--- config.mk ---
export PLATFORM = sky130hd
export DESIGN_NAME = rv64ie_fifo
export DESIGN_NICKNAME = d
export VERILOG_FILES = /design/src/design/rv64ie_fifo.sv
export VERILOG_INCLUDE_DIRS = /design/src /design/src/design
export SDC_FILE = /design/constraint.sdc
export NUM_CORES = 1
export LEC_CHECK = 0
export BUFFER_PORTS_ARGS = -buffer_cell sky130_fd_sc_hd__buf_4
export CAP_MARGIN = 30
export CORE_MARGIN = 3
export CORE_UTILIZATION = 40
export DETAILED_ROUTE_END_ITERATION = 10
export PLACE_DENSITY_LB_ADDON = 0.1
export SLEW_MARGIN = 20
export SYNTH_ARGS = -nofsm -noshare
export SYNTH_HDL_FRONTEND = slang
export SYNTH_SLANG_ARGS = --single-unit
--- constraint.sdc ---
create_clock -name i_clk -period 3.5 [get_ports i_clk]
set_input_delay 0.875 -clock i_clk [delete_from_list [all_inputs] [get_ports i_clk]]
set_output_delay 0.875 -clock i_clk [all_outputs]
set_load 0.05 [all_outputs]
--- src/design/rv64im_instruction_execute_defines.svh ---
`ifndef RV64IM_INSTRUCTION_EXECUTE_DEFINES_SVH
`define RV64IM_INSTRUCTION_EXECUTE_DEFINES_SVH

// same-cycle implication
`define RV64IE_ASSERT_IMPL(label, clk, rst_n, cond, prop) \
    label: assert property (@(posedge clk) disable iff (!(rst_n)) (cond) |-> (prop)) \
        else $error("assertion failed");

// next-cycle implication
`define RV64IE_ASSERT_NEXT(label, clk, rst_n, cond, prop) \
    label: assert property (@(posedge clk) disable iff (!(rst_n)) (cond) |=> (prop)) \
        else $error("assertion failed");

`endif

--- src/design/rv64ie_fifo.sv ---
`include "rv64im_instruction_execute_defines.svh"

module rv64ie_fifo #(
    parameter int WIDTH = 8,
    parameter int DEPTH = 2
) (
    input  logic             i_clk,
    input  logic             i_rst_n,
    input  logic             i_push,
    input  logic [WIDTH-1:0] i_data,
    output logic             o_full,
    input  logic             i_pop,
    output logic [WIDTH-1:0] o_data,
    output logic             o_empty
);
    localparam int PTR_W = (DEPTH > 1) ? $clog2(DEPTH) : 1;
    localparam int CNT_W = $clog2(DEPTH + 1);

    logic [WIDTH-1:0] r_mem [DEPTH];
    logic [PTR_W-1:0] r_wr_ptr, n_wr_ptr;
    logic [PTR_W-1:0] r_rd_ptr, n_rd_ptr;
    logic [CNT_W-1:0] r_count, n_count;
    logic             w_push_ok;
    logic             w_pop_ok;

    assign o_full    = (r_count == CNT_W'(DEPTH));
    assign o_empty   = (r_count == '0);
    assign o_data    = r_mem[r_rd_ptr];
    assign w_push_ok = i_push && !o_full;
    assign w_pop_ok  = i_pop && !o_empty;

    always_comb begin
        n_wr_ptr = r_wr_ptr;
        n_rd_ptr = r_rd_ptr;
        n_count  = r_count;
        if (w_push_ok) begin
            n_wr_ptr = (r_wr_ptr == PTR_W'(DEPTH - 1)) ? '0 : r_wr_ptr + 1'b1;
        end
        if (w_pop_ok) begin
            n_rd_ptr = (r_rd_ptr == PTR_W'(DEPTH - 1)) ? '0 : r_rd_ptr + 1'b1;
        end
        if (w_push_ok && !w_pop_ok) begin
            n_count = r_count + 1'b1;
        end else if (!w_push_ok && w_pop_ok) begin
            n_count = r_count - 1'b1;
        end
    end

    always_ff @(posedge i_clk) begin
        if (!i_rst_n) begin
            r_wr_ptr <= '0;
            r_rd_ptr <= '0;
            r_count  <= '0;
        end else begin
            r_wr_ptr <= n_wr_ptr;
            r_rd_ptr <= n_rd_ptr;
            r_count  <= n_count;
        end
    end

    always_ff @(posedge i_clk) begin
        if (w_push_ok) begin
            r_mem[r_wr_ptr] <= i_data;
        end
    end

    `RV64IE_ASSERT_NEXT(a_fifo_grow, i_clk, i_rst_n, w_push_ok && !w_pop_ok, r_count == CNT_W'($past(r_count) + 1'b1))
    `RV64IE_ASSERT_NEXT(a_fifo_shrink, i_clk, i_rst_n, !w_push_ok && w_pop_ok, r_count == CNT_W'($past(r_count) - 1'b1))
    `RV64IE_ASSERT_NEXT(a_fifo_hold, i_clk, i_rst_n, w_push_ok && w_pop_ok, $stable(r_count) && !o_empty)

endmodule

---- Yosys cells after proc, flatten, opt, wreduce, memory -nomap -nowiden ----
Memories as Yosys holds them, arrays and structs flattened. A register that Yosys moved wholly into a read port is not among the register bits.
Cells that the tools add are included.
storage, ports and cells
  register bits after elaboration ......... 4
  logic and storage cells ................. 27
  bits in writable memories ............... 16
  memories kept ........................... 1
memory list
  memory  depth  bits a word  read ports  clocked after memory_dff  wr ports  line               source
  r_mem   2      8            1           1                         1         rv64ie_fifo.sv:19  logic [WIDTH-1:0] r_mem [DEPTH];
cells by class
  muxes and demuxes ....................... 8
  reduce and logical (&&, ||, !) cells .... 10
  eq/ne operators ......................... 1
  add/subtract/negate cells ............... 4
operators with widths
  cell                                                                number
  1-bit two-way mux                                                   6
  1-bit logical AND                                                   4
  1-bit logical NOT                                                   4
  2-bit two-way mux                                                   2
  1-bit adder, second input constant                                  2
  2-bit by 1-bit adder with 2-bit output, second input constant       1
  2-bit equality test, second input constant                          1
  2-bit logical NOT                                                   1
  2-bit nonzero test                                                  1
  2-bit by 1-bit subtractor with 2-bit output, second input constant  1

---- Logic depth before layout (Yosys ltp) ----
  word-level depth ........................ 7
  depth in mapped cells ................... 7
  gate-level depth less buffers ........... 7

---- Worst setup path after synthesis ----
Ideal clock, no wire load.
  path type ............................... reg2out
  start ................................... register r_count[0]
  end ..................................... output port o_empty
  buffers on the path ..................... 0
  stages on the path, launching flop included .. 2
  slack ................................... 1637 ps
  arrival ................................. 988 ps
  required time ........................... 2625 ps
  cell sequence ........................... dfxtp_1 nor2_1
between the ends
  cells in the longest elaborated chain, start to end .. 1
ends and longest elaborated chain
  item                    line               source
  start, declared         rv64ie_fifo.sv:22  logic [CNT_W-1:0] r_count, n_count;
  start signal, assigned  rv64ie_fifo.sv:57  r_count <= n_count;
  2-bit logical NOT       rv64ie_fifo.sv:27  assign o_empty = (r_count == '0);
  end, declared           rv64ie_fifo.sv:14  output logic o_empty
Every way passes these cells.

==> metrics.yaml <==
floorplanning:
  pin_count: 22
  start_util_pct: 44.5
  die-width_um: 51.0
  core_mm2: 0.00182
  dieArea_mm2: 0.00260
  die_y_um: 51.0
  rows: 15
clock_tree:
  cts_tree: "done"
  cts_hold_buf: 0
  cts_setup_buffers: 0
  cts_buffers: 3
  clk_pin_slew_ps: 110
  cts.sinks: 21
  ctsResizeCount: 0
  clk_latency_ps: 290
  cts.path.max_buffers: 2
  htree_num_levels: 1
  clockRootBuffer: "clkbuf_4"
global_route:
  antenna_found_initial: 0
  grt_pass1_vias: 496
  grt_pass1_wl_mm: 1.95
  grt_use_total_pct: 10.2
  grt_max_degree: 13
  grt_overflow: 0
final_layout:
  drive_above_1_share_pct: 47.3
  nets: 88
  area_growth_pct: 26.1
  fin_cells: 99
  n_antenna_cell: 0
  final_common_cell: "buf_4"
  layout_common_cells: "21 x buf_4, 16 x edfxtp_1, 8 x mux2_2, 5 x dfxtp_1"
power:
  leakage_nw: 0.399
  powerDensity_mw_per_mm2: 810
  max-vdd-ir-drop_mv: 0.554
  power_mw: 0.827
job:
  maxCapViolCount: 0
timing:
  slew_violations: 0
  max_freq_mhz: 437
  tightest_slew_ps: 686
  fin_hold_ws_ps: 541
  slew_headroom_pct: 54.0
  setup_viol: 0
  timing.final.crit_period_ps: 2290
  finClkSkew_ps: 3.49
  setup-tns-final_ps: 0
  finalCritPeriodShare_pct: 65.3
  hold_violations: 0
  rsz0062_at_grt: "false"
setup_path:
  crit_fanout: 8
  worstPathRequired_ps: 2620
  endpoint_kind: "output pin"
  arrival_ps: 1410
  crit_type: "reg2out"
  critPathLaunchType: "flop"
drt:
  first_iter_violations: 7
  vias: 466
  wl_mm: 1.17
  routedWlPerCell_um: 11.8
  vias_per_cell: 4.71
  dr.pass1.iters: 2
  route.detailed.drc: 0
  drtAntennaViolNets: 0
yosys:
  ys_warn_count: 0
  synth_fa_ha_area_share_pct: 1.55
  synth_xor_area_share_pct: 3.25
  synthCells: 50
  synth_top_family_by_area: "multiplexers"
  netlist_area_um2: 810
  yosys.area_share.simple_pct: 6.80
  ys_seq_elements: 21
  yosysSeqAreaShare_pct: 71.7
  syn-mean-instance-area_um2: 16.2
  synth_compound_area_share_pct: 4.02
  synth_cell_types: 20
  synth_mux_area_share_pct: 11.1
  syn_nets: 63
  synth-edff-count: 16
  ys.flop_type: "edfxtp_1"
  async_reset_ff_share_pct: 0
place:
  hpwlAfterDp_um: 876
  io_buffer_count: 21
  gp_congestion: 0.699
  placedCellCount: 95
status:
  outcome: "completed"
min_path:
  hp-class: "reg2reg"
final cells by class:
class	count	area, µm²
inverter	2	7.51
sequential	21	581
tap	25	31.3
clock inverter	1	5.00
multi-input combinational	26	216
timing repair buffer	21	158
clock buffer	3	22.5
fill	165	800
cell families (layout without fill, tap and decap cells):
family | after synthesis | count (layout)
DFF | 21 | 21
xor gates and xnor gates | 3 | 3
and+or+nand+nor | 9 | 9
muxes | 8 | 8
AOI/OAI and AO/OA | 5 | 5
adders and majority gates | 1 | 1
buffers and inverters | 3 | 27
cells in the mapped netlist, drive strengths merged (2+ instances only):
master / number / area, µm²
o21ai: 2 / 10.0
edfxtp: 16 / 480
nor2: 2 / 7.51
dfxtp: 5 / 100
and2: 3 / 18.8
inv: 2 / 7.50
a21boi: 2 / 15.0
mux2: 8 / 90.1
xnor2: 2 / 17.5
registers in the layout (all words and copies together) (netlist names), named ones only:
| register | flops |
|---|---|
| r_rd_ptr | 1 |
| r_mem | 16 |
| r_count | 2 |
| r_wr_ptr | 1 |
worst max-delay path: stages, from the launching register on:
cell and delay (ps):
dfxtp_1 540, mux2_2 390, buf_4 190
metal layers:
| metal | track usage [%] | up-vias | share of wire, % |
|---|---|---|---|
| li1 | - | 231 | - |
| met1 | 11.5 | 222 | 44 |
| met4 | 4.04 | 0 | 0.43 |
| met3 | 2.62 | 2 | 4.8 |
| met2 | 18.0 | 11 | 50 |
| met5 | 0 | - | 0 |
power by group:
group / switching, mW / total, mW / internal [mW]
Sequential: 0.0328 / 0.351 / 0.318
Combinational: 0.228 / 0.364 / 0.136
Clock: 0.0690 / 0.111 / 0.0425
Total: 0.330 / 0.827 / 0.497
per-stage QoR:
stage	util [%]	area, µm²	setup WS (ps)
floorplan	-	810	1640
global placement	54.6	993	1520
detailed placement	54.6	993	1500
CTS	56.1	1020	1180
global route	56.1	1020	1120
finish	56.1	1020	1210
path summary, 6_finish.rpt:
check                  start    endpoint  slack [ps]  cells after the start
hold / removal    r_count[1]  r_count[1]         540                      2
setup reg to reg  r_count[0]  r_count[1]        1930                      6
hold reg to reg   r_count[1]  r_count[1]         540                      2
setup / recovery        flop   o_data[7]        1210                      2
Power figures use the tool's default switching activity.
