===== config.mk =====
export PLATFORM = sky130hd
export DESIGN_NAME = rv64ie_front
export DESIGN_NICKNAME = d
export VERILOG_FILES = /design/src/design/rv64im_instruction_execute_defines.svh /design/src/design/rv64ie_pkg.sv /design/src/design/rv64ie_front.sv
export SDC_FILE = /design/constraint.sdc
export NUM_CORES = 1
export LEC_CHECK = 0
export BUFFER_PORTS_ARGS = -buffer_cell sky130_fd_sc_hd__buf_2
export CAP_MARGIN = 10
export CORE_AREA = 3 3 247 249
export DETAILED_ROUTE_END_ITERATION = 16
export DIE_AREA = 0 0 250 252
export MAX_ROUTING_LAYER = met4
export PLACE_DENSITY = 0.52
export SETUP_SLACK_MARGIN = 0.05
export SLEW_MARGIN = 20
export SYNTH_ARGS = -nofsm -noshare
export SYNTH_HDL_FRONTEND = slang
export SYNTH_SLANG_ARGS = --single-unit
export TNS_END_PERCENT = 5

===== constraint.sdc =====
create_clock -name vclk -period 12.2
set_clock_uncertainty 0.05 [all_clocks]
set_input_delay 1.22 -clock vclk [all_inputs]
set_output_delay 1.22 -clock vclk [all_outputs]
set_load 0.01 [all_outputs]

===== src/design/rv64im_instruction_execute_defines.svh =====
`ifndef RV64IM_INSTRUCTION_EXECUTE_DEFINES_SVH
`define RV64IM_INSTRUCTION_EXECUTE_DEFINES_SVH

// same-cycle implication
`define RV64IE_ASSERT_IMPL(label, clk, rst_n, cond, prop) \
    label: assert property (@(posedge clk) disable iff (!(rst_n)) (cond) |-> (prop)) \
        else $error("assertion failed");

// next-cycle implication
`define RV64IE_ASSERT_NEXT(label, clk, rst_n, cond, prop) \
    label: assert property (@(posedge clk) disable iff (!(rst_n)) (cond) |=> (prop)) \
        else $error("assertion failed");

`endif


===== src/design/rv64ie_pkg.sv =====
package rv64ie_pkg;

    localparam logic [6:0] OPC_LUI      = 7'h37;
    localparam logic [6:0] OPC_AUIPC    = 7'h17;
    localparam logic [6:0] OPC_JAL      = 7'h6f;
    localparam logic [6:0] OPC_JALR     = 7'h67;
    localparam logic [6:0] OPC_BRANCH   = 7'h63;
    localparam logic [6:0] OPC_LOAD     = 7'h03;
    localparam logic [6:0] OPC_STORE    = 7'h23;
    localparam logic [6:0] OPC_OPIMM    = 7'h13;
    localparam logic [6:0] OPC_OPIMM32  = 7'h1b;
    localparam logic [6:0] OPC_OP       = 7'h33;
    localparam logic [6:0] OPC_OP32     = 7'h3b;
    localparam logic [6:0] OPC_SYSTEM   = 7'h73;
    localparam logic [6:0] OPC_MISC_MEM = 7'h0f;

    localparam logic [31:0] INS_ECALL   = 32'h0000_0073;
    localparam logic [31:0] INS_EBREAK  = 32'h0010_0073;
    localparam logic [31:0] INS_MRET    = 32'h3020_0073;
    localparam logic [31:0] INS_FENCE_I = 32'h0000_100f;

    localparam logic [6:0] F7_BASE = 7'h00;
    localparam logic [6:0] F7_ALT  = 7'h20;
    localparam logic [6:0] F7_MULDIV = 7'h01;

    localparam logic [1:0] MEM_NONE  = 2'd0;
    localparam logic [1:0] MEM_LOAD  = 2'd1;
    localparam logic [1:0] MEM_STORE = 2'd2;

    localparam logic [2:0] TRAP_NONE    = 3'd0;
    localparam logic [2:0] TRAP_ILLEGAL = 3'd1;
    localparam logic [2:0] TRAP_ECALL   = 3'd2;
    localparam logic [2:0] TRAP_EBREAK  = 3'd3;
    localparam logic [2:0] TRAP_SYSTEM  = 3'd4;

    localparam logic [2:0] MUL_LOW    = 3'd0;
    localparam logic [2:0] MUL_HIGH   = 3'd1;
    localparam logic [2:0] MUL_HIGHSU = 3'd2;
    localparam logic [2:0] MUL_HIGHU  = 3'd3;

    typedef enum logic [1:0] {
        EXE_NONE,
        EXE_ALU,
        EXE_MUL,
        EXE_DIV
    } t_kind;

    typedef enum logic [3:0] {
        ALU_ADD,
        ALU_SUB,
        ALU_SLL,
        ALU_SLT,
        ALU_SLTU,
        ALU_XOR,
        ALU_SRL,
        ALU_SRA,
        ALU_OR,
        ALU_AND
    } t_alu;

    typedef struct packed {
        logic [4:0]  rd_index;
        logic        rd_write;
        logic [63:0] rd_value;
        logic [63:0] next_pc;
        logic        branch_taken;
        logic [1:0]  mem_kind;
        logic [63:0] mem_address;
        logic [1:0]  mem_size_log2;
        logic        load_signed;
        logic [63:0] store_data;
        logic [2:0]  trap_kind;
    } t_res;

    typedef struct packed {
        t_res        res;
        t_kind       kind;
        t_alu        alu;
        logic [2:0]  f3;
        logic        word;
        logic [63:0] a;
        logic [63:0] b;
    } t_uop;

    function automatic logic [63:0] sext32(input logic [31:0] v);
        return {{32{v[31]}}, v};
    endfunction

endpackage


===== src/design/rv64ie_front.sv =====
module rv64ie_front (
    input  logic [31:0]       i_instruction,
    input  logic [63:0]       i_pc,
    input  logic [63:0]       i_rs1_value,
    input  logic [63:0]       i_rs2_value,
    output rv64ie_pkg::t_uop  o_uop
);
    import rv64ie_pkg::*;

    logic [6:0]  w_opc;
    logic [2:0]  w_f3;
    logic [6:0]  w_f7;
    logic [4:0]  w_rd;
    logic [63:0] w_imm_i, w_imm_s, w_imm_b, w_imm_u, w_imm_j;
    logic [63:0] w_pc_imm, w_rs_imm, w_snpc;
    logic        w_eq, w_lt, w_ltu;

    assign w_opc = i_instruction[6:0];
    assign w_f3  = i_instruction[14:12];
    assign w_f7  = i_instruction[31:25];
    assign w_rd  = i_instruction[11:7];

    assign w_imm_i = {{52{i_instruction[31]}}, i_instruction[31:20]};
    assign w_imm_s = {{52{i_instruction[31]}}, i_instruction[31:25], i_instruction[11:7]};
    assign w_imm_b = {{51{i_instruction[31]}}, i_instruction[31], i_instruction[7],
                      i_instruction[30:25], i_instruction[11:8], 1'b0};
    assign w_imm_u = {{32{i_instruction[31]}}, i_instruction[31:12], 12'h000};
    assign w_imm_j = {{43{i_instruction[31]}}, i_instruction[31], i_instruction[19:12],
                      i_instruction[20], i_instruction[30:21], 1'b0};

    assign w_snpc   = i_pc + 64'd4;
    assign w_pc_imm = i_pc + ((w_opc == OPC_JAL) ? w_imm_j :
                              (w_opc == OPC_BRANCH) ? w_imm_b : w_imm_u);
    assign w_rs_imm = i_rs1_value + ((w_opc == OPC_STORE) ? w_imm_s : w_imm_i);

    assign w_eq  = (i_rs1_value == i_rs2_value);
    assign w_lt  = ($signed(i_rs1_value) < $signed(i_rs2_value));
    assign w_ltu = (i_rs1_value < i_rs2_value);

    always_comb begin
        logic        has_rd;
        logic        ill;
        logic        cond;
        logic [2:0]  trap;
        t_uop        u;

        has_rd = 1'b0;
        ill    = 1'b0;
        cond   = 1'b0;
        trap   = TRAP_NONE;
        u      = '0;
        u.kind = EXE_NONE;
        u.alu  = ALU_ADD;
        u.f3   = w_f3;
        u.a    = i_rs1_value;
        u.b    = i_rs2_value;
        u.res.next_pc = w_snpc;

        case (w_opc)
            OPC_LUI: begin
                has_rd = 1'b1;
                u.res.rd_value = w_imm_u;
            end
            OPC_AUIPC: begin
                has_rd = 1'b1;
                u.res.rd_value = w_pc_imm;
            end
            OPC_JAL: begin
                has_rd = 1'b1;
                u.res.rd_value = w_snpc;
                u.res.next_pc = w_pc_imm;
                u.res.branch_taken = 1'b1;
            end
            OPC_JALR: begin
                if (w_f3 != 3'd0) begin
                    ill = 1'b1;
                end else begin
                    has_rd = 1'b1;
                    u.res.rd_value = w_snpc;
                    u.res.next_pc = {w_rs_imm[63:1], 1'b0};
                    u.res.branch_taken = 1'b1;
                end
            end
            OPC_BRANCH: begin
                case (w_f3)
                    3'd0: cond = w_eq;
                    3'd1: cond = !w_eq;
                    3'd4: cond = w_lt;
                    3'd5: cond = !w_lt;
                    3'd6: cond = w_ltu;
                    3'd7: cond = !w_ltu;
                    default: ill = 1'b1;
                endcase
                if (!ill && cond) begin
                    u.res.next_pc = w_pc_imm;
                    u.res.branch_taken = 1'b1;
                end
            end
            OPC_LOAD: begin
                if (w_f3 == 3'd7) begin
                    ill = 1'b1;
                end else begin
                    has_rd = 1'b1;
                    u.res.mem_kind = MEM_LOAD;
                    u.res.mem_address = w_rs_imm;
                    u.res.mem_size_log2 = w_f3[1:0];
                    u.res.load_signed = (w_f3 < 3'd3);
                end
            end
            OPC_STORE: begin
                if (w_f3[2]) begin
                    ill = 1'b1;
                end else begin
                    u.res.mem_kind = MEM_STORE;
                    u.res.mem_address = w_rs_imm;
                    u.res.mem_size_log2 = w_f3[1:0];
                    case (w_f3[1:0])
                        2'd0: u.res.store_data = {56'h0, i_rs2_value[7:0]};
                        2'd1: u.res.store_data = {48'h0, i_rs2_value[15:0]};
                        2'd2: u.res.store_data = {32'h0, i_rs2_value[31:0]};
                        default: u.res.store_data = i_rs2_value;
                    endcase
                end
            end
            OPC_OPIMM: begin
                has_rd = 1'b1;
                u.kind = EXE_ALU;
                u.b = w_imm_i;
                case (w_f3)
                    3'd0: u.alu = ALU_ADD;
                    3'd2: u.alu = ALU_SLT;
                    3'd3: u.alu = ALU_SLTU;
                    3'd4: u.alu = ALU_XOR;
                    3'd6: u.alu = ALU_OR;
                    3'd7: u.alu = ALU_AND;
                    3'd1: begin
                        if (w_f7[6:1] == 6'h00) u.alu = ALU_SLL;
                        else ill = 1'b1;
                    end
                    default: begin
                        if (w_f7[6:1] == 6'h00) u.alu = ALU_SRL;
                        else if (w_f7[6:1] == 6'h10) u.alu = ALU_SRA;
                        else ill = 1'b1;
                    end
                endcase
            end
            OPC_OPIMM32: begin
                has_rd = 1'b1;
                u.kind = EXE_ALU;
                u.word = 1'b1;
                u.b = w_imm_i;
                if (w_f3 == 3'd0) begin
                    u.alu = ALU_ADD;
                end else if (w_f3 == 3'd1 && w_f7 == F7_BASE) begin
                    u.alu = ALU_SLL;
                end else if (w_f3 == 3'd5 && w_f7 == F7_BASE) begin
                    u.alu = ALU_SRL;
                    u.a = {32'h0, i_rs1_value[31:0]};
                end else if (w_f3 == 3'd5 && w_f7 == F7_ALT) begin
                    u.alu = ALU_SRA;
                    u.a = sext32(i_rs1_value[31:0]);
                end else begin
                    ill = 1'b1;
                end
            end
            OPC_OP: begin
                has_rd = 1'b1;
                if (w_f7 == F7_BASE) begin
                    u.kind = EXE_ALU;
                    case (w_f3)
                        3'd0: u.alu = ALU_ADD;
                        3'd1: u.alu = ALU_SLL;
                        3'd2: u.alu = ALU_SLT;
                        3'd3: u.alu = ALU_SLTU;
                        3'd4: u.alu = ALU_XOR;
                        3'd5: u.alu = ALU_SRL;
                        3'd6: u.alu = ALU_OR;
                        default: u.alu = ALU_AND;
                    endcase
                end else if (w_f7 == F7_ALT && w_f3 == 3'd0) begin
                    u.kind = EXE_ALU;
                    u.alu = ALU_SUB;
                end else if (w_f7 == F7_ALT && w_f3 == 3'd5) begin
                    u.kind = EXE_ALU;
                    u.alu = ALU_SRA;
                end else if (w_f7 == F7_MULDIV) begin
                    u.kind = w_f3[2] ? EXE_DIV : EXE_MUL;
                end else begin
                    ill = 1'b1;
                end
            end
            OPC_OP32: begin
                has_rd = 1'b1;
                u.word = 1'b1;
                if (w_f7 == F7_BASE && w_f3 == 3'd0) begin
                    u.kind = EXE_ALU;
                    u.alu = ALU_ADD;
                end else if (w_f7 == F7_BASE && w_f3 == 3'd1) begin
                    u.kind = EXE_ALU;
                    u.alu = ALU_SLL;
                end else if (w_f7 == F7_BASE && w_f3 == 3'd5) begin
                    u.kind = EXE_ALU;
                    u.alu = ALU_SRL;
                    u.a = {32'h0, i_rs1_value[31:0]};
                end else if (w_f7 == F7_ALT && w_f3 == 3'd0) begin
                    u.kind = EXE_ALU;
                    u.alu = ALU_SUB;
                end else if (w_f7 == F7_ALT && w_f3 == 3'd5) begin
                    u.kind = EXE_ALU;
                    u.alu = ALU_SRA;
                    u.a = sext32(i_rs1_value[31:0]);
                end else if (w_f7 == F7_MULDIV && w_f3 == 3'd0) begin
                    u.kind = EXE_MUL;
                end else if (w_f7 == F7_MULDIV && w_f3 inside {3'd4, 3'd6}) begin
                    u.kind = EXE_DIV;
                    u.a = sext32(i_rs1_value[31:0]);
                    u.b = sext32(i_rs2_value[31:0]);
                end else if (w_f7 == F7_MULDIV && w_f3 inside {3'd5, 3'd7}) begin
                    u.kind = EXE_DIV;
                    u.a = {32'h0, i_rs1_value[31:0]};
                    u.b = {32'h0, i_rs2_value[31:0]};
                end else begin
                    ill = 1'b1;
                end
            end
            OPC_SYSTEM: begin
                if (i_instruction == INS_EBREAK) trap = TRAP_EBREAK;
                else if (i_instruction == INS_ECALL) trap = TRAP_ECALL;
                else if (i_instruction == INS_MRET || !(w_f3 inside {3'd0, 3'd4}))
                    trap = TRAP_SYSTEM;
                else ill = 1'b1;
            end
            OPC_MISC_MEM: begin
                if (i_instruction == INS_FENCE_I) trap = TRAP_SYSTEM;
                else ill = 1'b1;
            end
            default: ill = 1'b1;
        endcase

        if (ill) trap = TRAP_ILLEGAL;
        if (trap != TRAP_NONE) begin
            has_rd = 1'b0;
            u.kind = EXE_NONE;
            u.res.branch_taken = 1'b0;
            u.res.next_pc = w_snpc;
            u.res.mem_kind = MEM_NONE;
            u.res.mem_address = '0;
            u.res.mem_size_log2 = '0;
            u.res.load_signed = 1'b0;
            u.res.store_data = '0;
        end
        if (!has_rd || u.res.mem_kind == MEM_LOAD) begin
            u.res.rd_value = '0;
            u.kind = EXE_NONE;
        end
        u.res.trap_kind = trap;
        u.res.rd_index = has_rd ? w_rd : 5'd0;
        u.res.rd_write = has_rd && (w_rd != 5'd0);
        o_uop = u;
    end

endmodule


-- After elaboration in Yosys (flattened, before gate mapping)
Cells that the tools add are included.
- input bits: 224
- word-level logic and storage cells: 170
- register bits after elaboration: 0
- mux-type cells: 100
- order comparisons: 3
- add/sub/neg operators: 3
- reduce and logical (&&, ||, !) cells: 33
- eq/ne operators: 31
- operator list (operator ; number):
    two-way mux 128 bit ; 6
    two-way mux 64 bit ; 11
    case mux 64 bit (4 select lines) ; 1
    two-way mux 198 bit ; 1
    case mux 65 bit (3 select lines) ; 1
    case mux 64 bit (3 select lines) ; 1
    two-way mux 68 bit ; 2
    case mux 68 bit (2 select lines) ; 1
    case mux 65 bit (2 select lines) ; 1
    two-way mux 129 bit ; 1
    adder 64 bit ; 2
    less-than comparator 64 bit ; 2
    case mux 64 bit (2 select lines) ; 1
    two-way mux 65 bit ; 1
    adder 64 x 3 -> 64 bit, second input constant ; 1
    equality test 64 bit ; 1
    two-way mux 31 bit ; 2
    case mux 4 bit (7 select lines) ; 2
    two-way mux 6 bit ; 6
    equality test 7 x 6 -> 1 bit, second input constant ; 5
    two-way mux 1 bit ; 34
    equality test 32 x 13 -> 1 bit, second input constant ; 1
    equality test 32 x 21 -> 1 bit, second input constant ; 1
    equality test 32 x 30 -> 1 bit, second input constant ; 1
    other kinds (37) ; 84

-- Longest topological paths before layout
- depth in word-level cells: 18
- gate-level depth with buffers: 23

-- Worst setup path before layout
No wires, ideal clock.
- kind: input port to output port
- start: in i_instruction[6]
- end: out o_uop[336] (netlist bit)
- stages on the path: 23
- arrival: 5834 ps
- path slack: 5096 ps
- path buffers: 4
- cells stage by stage: clkbuf_1 -> nand2_1 -> or3_1 -> clkbuf_1 -> or2_1 -> clkbuf_1 -> clkbuf_1 -> o21ai_0 -> ha_1 -> inv_1 -> fa_1 -> nor2b_1 -> o2111ai_1 -> a21oi_1 -> o21ai_0 -> a2111oi_1 -> o2111ai_1 -> o21a_1 -> o311ai_1 -> a21bo_2 -> mux2i_1 -> nor2_1 -> o221ai_1
- RTL lines (what ; RTL line ; RTL):
    start, declared ; rv64ie_front.sv:2 ; input logic [31:0] i_instruction,
    end, declared ; rv64ie_front.sv:6 ; output rv64ie_pkg::t_uop o_uop

==> run metrics <==
global route overflow=0; worst hold margin=2621 ps; HP Class=in2out; IO buf count=633; GR peak layer=met2; most common cell in the netlist=nor2_1; Worst-Margin Slew=1090 ps; Unique masters post-synth=77; initial antenna violation count=9; clkbuf count=0; Final #Nets=3244; synth warn=0; M1 GR Usage=34.41%; vias in the first global route=18990; first-pass GRT wire length=124.1 mm; Die Span Y=252 µm; drt first-iter violations=1515; Final Hold Viols=0; area grow syn2layout=23.65%; boundary pin count=633; GRT met3 Usage=3.360%; CP max stage cell=a2111oi_1; hold_sp=i_rs1_value[0]; Worst Path Arrival=7520 ps; Setup crit end kind=output pin; die area=0.06300 mm²; Core ar.=0.05891 mm²; Mapped Cells=2350; hold depth=2; Post-Syn Area=0.01495 mm²; Finished Core Util=31.37%; final setup fails=0; Peak VDD IR=15.66 µV; setup TNS=0 ps; routed wire length per instance=23.90 µm; Setup Fix Bufs, Post-CTS=0; Max-slew headroom=26.77%; Yosys top cell area share=15.90%; fill cell total of the finished layout=6693; layout cells sized above 1=24.59%; Cell Chain, Critical Path=buf_2 -> nand2_1 -> or3_1 -> nor2_1 -> nand2_1 -> o21ai_0 -> ha_1 -> inv_1 -> fa_1 -> nor2b_1 -> o2111ai_1 -> a21oi_1 -> o21ai_0 -> a2111oi_1 -> o2111ai_1 -> o21a_1 -> o311ai_1 -> nand2_1 -> o21bai_1 -> xnor2_1 -> o221ai_1 -> buf_2; register area=0 µm²; CP Launch Point=i_instruction[5]; critical setup path kind=in2out; DP HPWL=71.41 mm; Yosys top cell by area=ha_1; DR vias/cell=5.582; Die W=250 µm; syn nets=2766; Max Transition Viols Final=0; cts repair resizes=0; largest net degree at the start of global routing=65; grt met2 use=42.34%; Static Leak=0.009459 µW; hold_buf cts=0; vias after detailed routing=20110; worst-path maximum fanout=33; starting density of the core=25.37%; sequential cells=0; crit share post-route=72.02%; unrepaired setup endpoints after global routing=no; result of the run=finished clean; Routed WL=86.11 mm; Final Wtd Congestion=0.9635; max_cap viols=0; fin crit period=8786 ps; total power=790.8 µW; global-route usage over all layers=26.21%; syn_area_per_cell=6.360 µm²; ANT nets after route=0; Placement Rows=89; Post-route DRC=0; drt first pass iters=6; crit start category=primary input; Seq/Total Area, Yosys=0%; Synth top cells by count=nor2_1, nand2_1, o21ai_0, ha_1, a21oi_1; Pwr Density=42.79 mW/mm²; synth top area cells=ha_1, a21o_1, o21ai_0; cell mode on critical path=nand2_1; Max Clk Rate=113.8 MHz; Crit path required time=10930 ps; slowest stage delay, CP=710 ps
-- metrics by stage --
| stage | cell area (µm²) | instances | setup WS, ps |
|---|---|---|---|
| after floorplan | 14950 | 2350 | 5096 |
| after global placement | 18470 | 3599 | 3669 |
| after detailed placement | 18470 | 3599 | 3492 |
| after global routing | 18480 | 3603 | 3034 |
| final | 18480 | 3603 | 3414 |
| after CTS | 18470 | 3599 | 3465 |
-- critical path, delay by kind of cell --
| kind | cells | cell delay [ps] |
|---|---|---|
| compound gates | 10 | 2990 |
| simple gates | 6 | 1730 |
| buf+inv | 3 | 770 |
| fa+ha+maj | 2 | 590 |
| xor+xnor | 1 | 180 |
-- kinds of logic (layout without fill, tap and decap cells) --
family                     count (synthesis)  after routing  synth area share, %
and+or+nand+nor                          808            808                26.03
xor gates and xnor gates                 184            184                10.78
adders and majority gates                193            193                16.24
buffers and inverters                    304            780                8.756
other                                      0              4                    0
AOI/OAI and AO/OA                        840            840                36.71
muxes                                     21             21                1.482
-- metal layers --
layer	up-vias	wire length, µm
met5	-	0
met1	9588	38440
met3	137	5457
met4	0	2895
met2	822	39320
li1	9565	-
-- layout make-up --
class / instances / area (µm²) / share of cell area, %
diodes: 4 / 10.01 / 0.05416
inverters: 124 / 465.4 / 2.518
multi-input cells: 2046 / 13700 / 74.10
well taps: 773 / 967.2 / 5.233
repair buffers: 656 / 3343 / 18.09
-- power breakdown --
| group | switching, µW | internal, µW | total (µW) |
|---|---|---|---|
| combinational | 510 | 281 | 791 |
| clock | 0 | 0.0000284 | 0.0000284 |
| sequential | 0 | 0 | 0 |
| total | 510 | 281 | 791 |
-- cells in the final DEF (no fill, tap or decap), drive strengths merged, types with 60 or more instances in the layout --
master,instances
o21ai,227
nand2,210
xnor2,97
inv,124
ha,190
a21o,149
xor2,87
nor2,237
nand4,60
buf,656
a21oi,173
-- final timing paths --
check,to,slack (ps)
worst max-delay path,o_uop[334],3410
worst min-delay path,o_uop[64],2620
Power figures use the tool's default switching activity.
